===== config.mk =====
export PLATFORM = sky130hd
export DESIGN_NAME = sose_step_unit
export DESIGN_NICKNAME = d
export VERILOG_FILES = /design/src/hdl/sose_pkg.sv /design/src/hdl/sose_step_unit.sv
export SDC_FILE = /design/constraint.sdc
export NUM_CORES = 1
export LEC_CHECK = 0
export ABC_AREA = 1
export BUFFER_PORTS_ARGS = -buffer_cell sky130_fd_sc_hd__clkbuf_2
export CAP_MARGIN = 20
export CORE_AREA = 2 2 76 42
export DETAILED_ROUTE_END_ITERATION = 8
export DIE_AREA = 0 0 78 44
export PLACE_DENSITY_LB_ADDON = 0.3
export SYNTH_ARGS = -nofsm -noshare
export SYNTH_HDL_FRONTEND = slang
export SYNTH_SLANG_ARGS = --single-unit
export TNS_END_PERCENT = 1

===== constraint.sdc =====
create_clock -name vclk -period 2
set_input_delay 0.3 -clock vclk [all_inputs]
set_output_delay 0.3 -clock vclk [all_outputs]
set_load 0.05 [all_outputs]

===== src/hdl/sose_pkg.sv =====
package sose_pkg;

    typedef enum logic [1:0] {
        ACT_PUSH  = 2'd0,
        ACT_POP   = 2'd1,
        ACT_TOP   = 2'd2,
        ACT_POPAT = 2'd3
    } action_t;

    typedef enum logic [1:0] {
        ST_OK    = 2'd0,
        ST_EMPTY = 2'd1,
        ST_FULL  = 2'd2
    } status_t;

    typedef enum logic {
        STEP_INC = 1'b0,
        STEP_DEC = 1'b1
    } step_op_t;

    localparam logic [31:0] MOST_NEG   = 32'h8000_0000;
    localparam logic [4:0]  THR_RESET  = 5'd10;

endpackage


===== src/hdl/sose_step_unit.sv =====
module sose_step_unit #(
    parameter int WIDTH = 12
) (
    input  logic               [WIDTH-1:0] a,
    input  logic               [WIDTH-1:0] b,
    input  sose_pkg::step_op_t             op,
    output logic               [WIDTH-1:0] y,
    output logic                           ge
);

    assign y  = (op == sose_pkg::STEP_DEC) ? (a - WIDTH'(1)) : (a + WIDTH'(1));
    assign ge = (a >= b);

endmodule


==> impl_metrics.tcl <==
set metrics [dict create \
    run_status "complete, no violations" \
    place_area_um2 1440 \
    worst_hold_margin_ps 1080 \
    timing.max_slew.rel_slack_pct 81.5 \
    netSwitchingPower_mw 0.389 \
    post_drt_wl_per_cell_um 9.24 \
    power.total_mw 0.683 \
    syn_to_final_growth_pct 66.5 \
    timing.final.ws_setup_ps 71.2 \
    tightestPinTransition_ps 279 \
    global_route_wire_length_before_repair_mm 4.05 \
    final.period_utilization_pct 96.4 \
    layout_commonest_cell "nand2_1" \
    post_synth_num_cell_types 15 \
    maximum_capacitance_violations 0 \
    min_period_ps 1930 \
    post_drt_via_cell_ratio 4.27 \
    comb_power_share_pct 100.0 \
    syn_nets 216 \
    yosysWarningCount 0 \
    critPathMaxFanout 8 \
    dr_total_vias 1123 \
    rsz0062_at_grt "yes" \
    regArea_um2 0 \
    drt.antenna.violating_nets 0 \
    antenna_cells_inserted 0 \
    worst_hold_path_type "in2out" \
    final-setup-viol-count 0 \
    dp_hpwl_mm 2.16 \
    rows 14 \
    final_hold_viol_count 0 \
    p_int_mw 0.294 \
    postSynthCellCount 168 \
    report.final.slew_viol_count 0 \
    seq_cells 0 \
    place.gp.congestion 0.786 \
    synth.cell_area_um2 933 \
    die_area_um2 3430 \
    initial_core_util_pct 33.3 \
    timing.critical_path.from_type "input port" \
    power.share.sequential_pct 0 \
    numPortBuffers 38 \
    fin_nets 273 \
    hold_buf_cts 0 \
    grt_util_all_layers_pct 14.4 \
    hold_path_startpoint "a[11]" \
    post-route-util_pct 55.4 \
    die-height_um 44 \
    power.switching_fraction_pct 56.9 \
    power_density_nw_per_um2 440 \
    first_global_vias 941 \
    p_clk_share_pct 0 \
    post-cts-setup-buffers 0 \
    core_area_um2 2800 \
    endpoint_kind "primary output" \
    final_cell_mix "55 x nand2_1, 38 x inv_1, 29 x clkbuf_2" \
    power_leakage_nw 0.922 \
    first_iter_violations 36 \
    preCtsSetupSlack_ps -59.6 \
    n_clock_buffer 0 \
    fmaxAchievable_ghz 0.518 \
    post_route_standard_cell_area_excluding_fillers_um2 1550 \
    crit_required_ps 1700 \
    grt.overflow.total 0 \
    wirelength_mm 2.43 \
    floorplan.io_pins 38 \
    criticalPathCategory "in2out" \
    power.ir.vdd_worst_mv 0.250 \
    firstDrtPassIters 4 \
    grt_start_max_net_pins 9 \
    fp.dieW_um 78 \
    drt_drc_violations_left 0 \
    syn-mean-instance-area_um2 5.56 \
    yosysSeqAreaShare_pct 0 \
    final_layout_size_suffix_gt1_share_pct 35.0 \
    timing.critical_path.arrival_ps 1630 \
    worst_setup_path_startpoint "op" \
    grt_antenna_before_repair 0 \
]
## worst paths after layout
kind,endpoint,slack (ps),depth (start not counted)
worst max-delay path,y[7],70,10
worst min-delay path,y[11],1080,5
## through the flow
| stage | TNS (ps) | instances |
|---|---|---|
| 6_report | 0 | 263 |
| 5_1_grt | -60.6 | 263 |
| 2_1_floorplan | -608 | 168 |
| 3_5_place_dp | -86.8 | 263 |
| 3_3_place_gp | -98.9 | 263 |
| 4_1_cts | -15.4 | 263 |
## cells in the mapped netlist, drive strengths merged (2+ instances only)
master	instances	area, µm²
nand3	12	70.1
a21oi	10	50.1
inv	38	143
nand2	58	218
o21ai	2	10.0
nor2	12	47.6
nand4	4	25.0
xor2	6	52.6
ha	22	275
## kinds of logic (layout without fill, tap and decap cells)
| group | after synthesis | in the layout | share of synthesized area [%] |
|---|---|---|---|
| AOI/OAI and AO/OA | 13 | 13 | 7.24 |
| buffers and inverters | 38 | 93 | 15.3 |
| and+or+nand+nor | 87 | 87 | 39.3 |
| xor gates and xnor gates | 7 | 7 | 6.57 |
| adders and majority gates | 23 | 23 | 31.6 |
## repair_timing
item / in CTS / in global routing
gates cloned: 0 / 0
resized for setup: 4 / 18
pin swaps: 0 / 1
endpoints found under the setup margin: 3 / 8
## routing by layer
metal / global-route usage [%] / wire length (µm) / vias to the layer above
met3: 0.417 / 91 / 0
li1: - / - / 634
met5: 0 / 0 / -
met4: 0 / 0 / 0
met1: 24.2 / 1400 / 471
met2: 21.2 / 937 / 18
## final cells by class
cell class / instances / area [µm²]
Fill cell: 283 / 1250
Inverter: 38 / 143
Multi-Input combinational cell: 130 / 923
Tap cell: 40 / 50.0
Timing Repair Buffer: 55 / 438
## power groups by stage
| stage | combinational [mW] | sequential, mW | clock (mW) |
|---|---|---|---|
| global placement | 0.640 | 0 | 0 |
| CTS | 0.653 | 0 | 0 |
| floorplan | 0.380 | 0 | 0 |
| finish | 0.683 | 0 | 0 |
| global route | 0.737 | 0 | 0 |
| detailed placement | 0.642 | 0 | 0 |
## worst max-delay path, stage by stage
cell      delay, ps
clkbuf_4        160
ha_1            350
nand2_1         130
inv_1            80
nand2_1          50
nand2_1          80
inv_1            40
nand2_1          90
xor2_2          190
buf_12          160
Note: power is estimated with default switching activity, not from simulation.
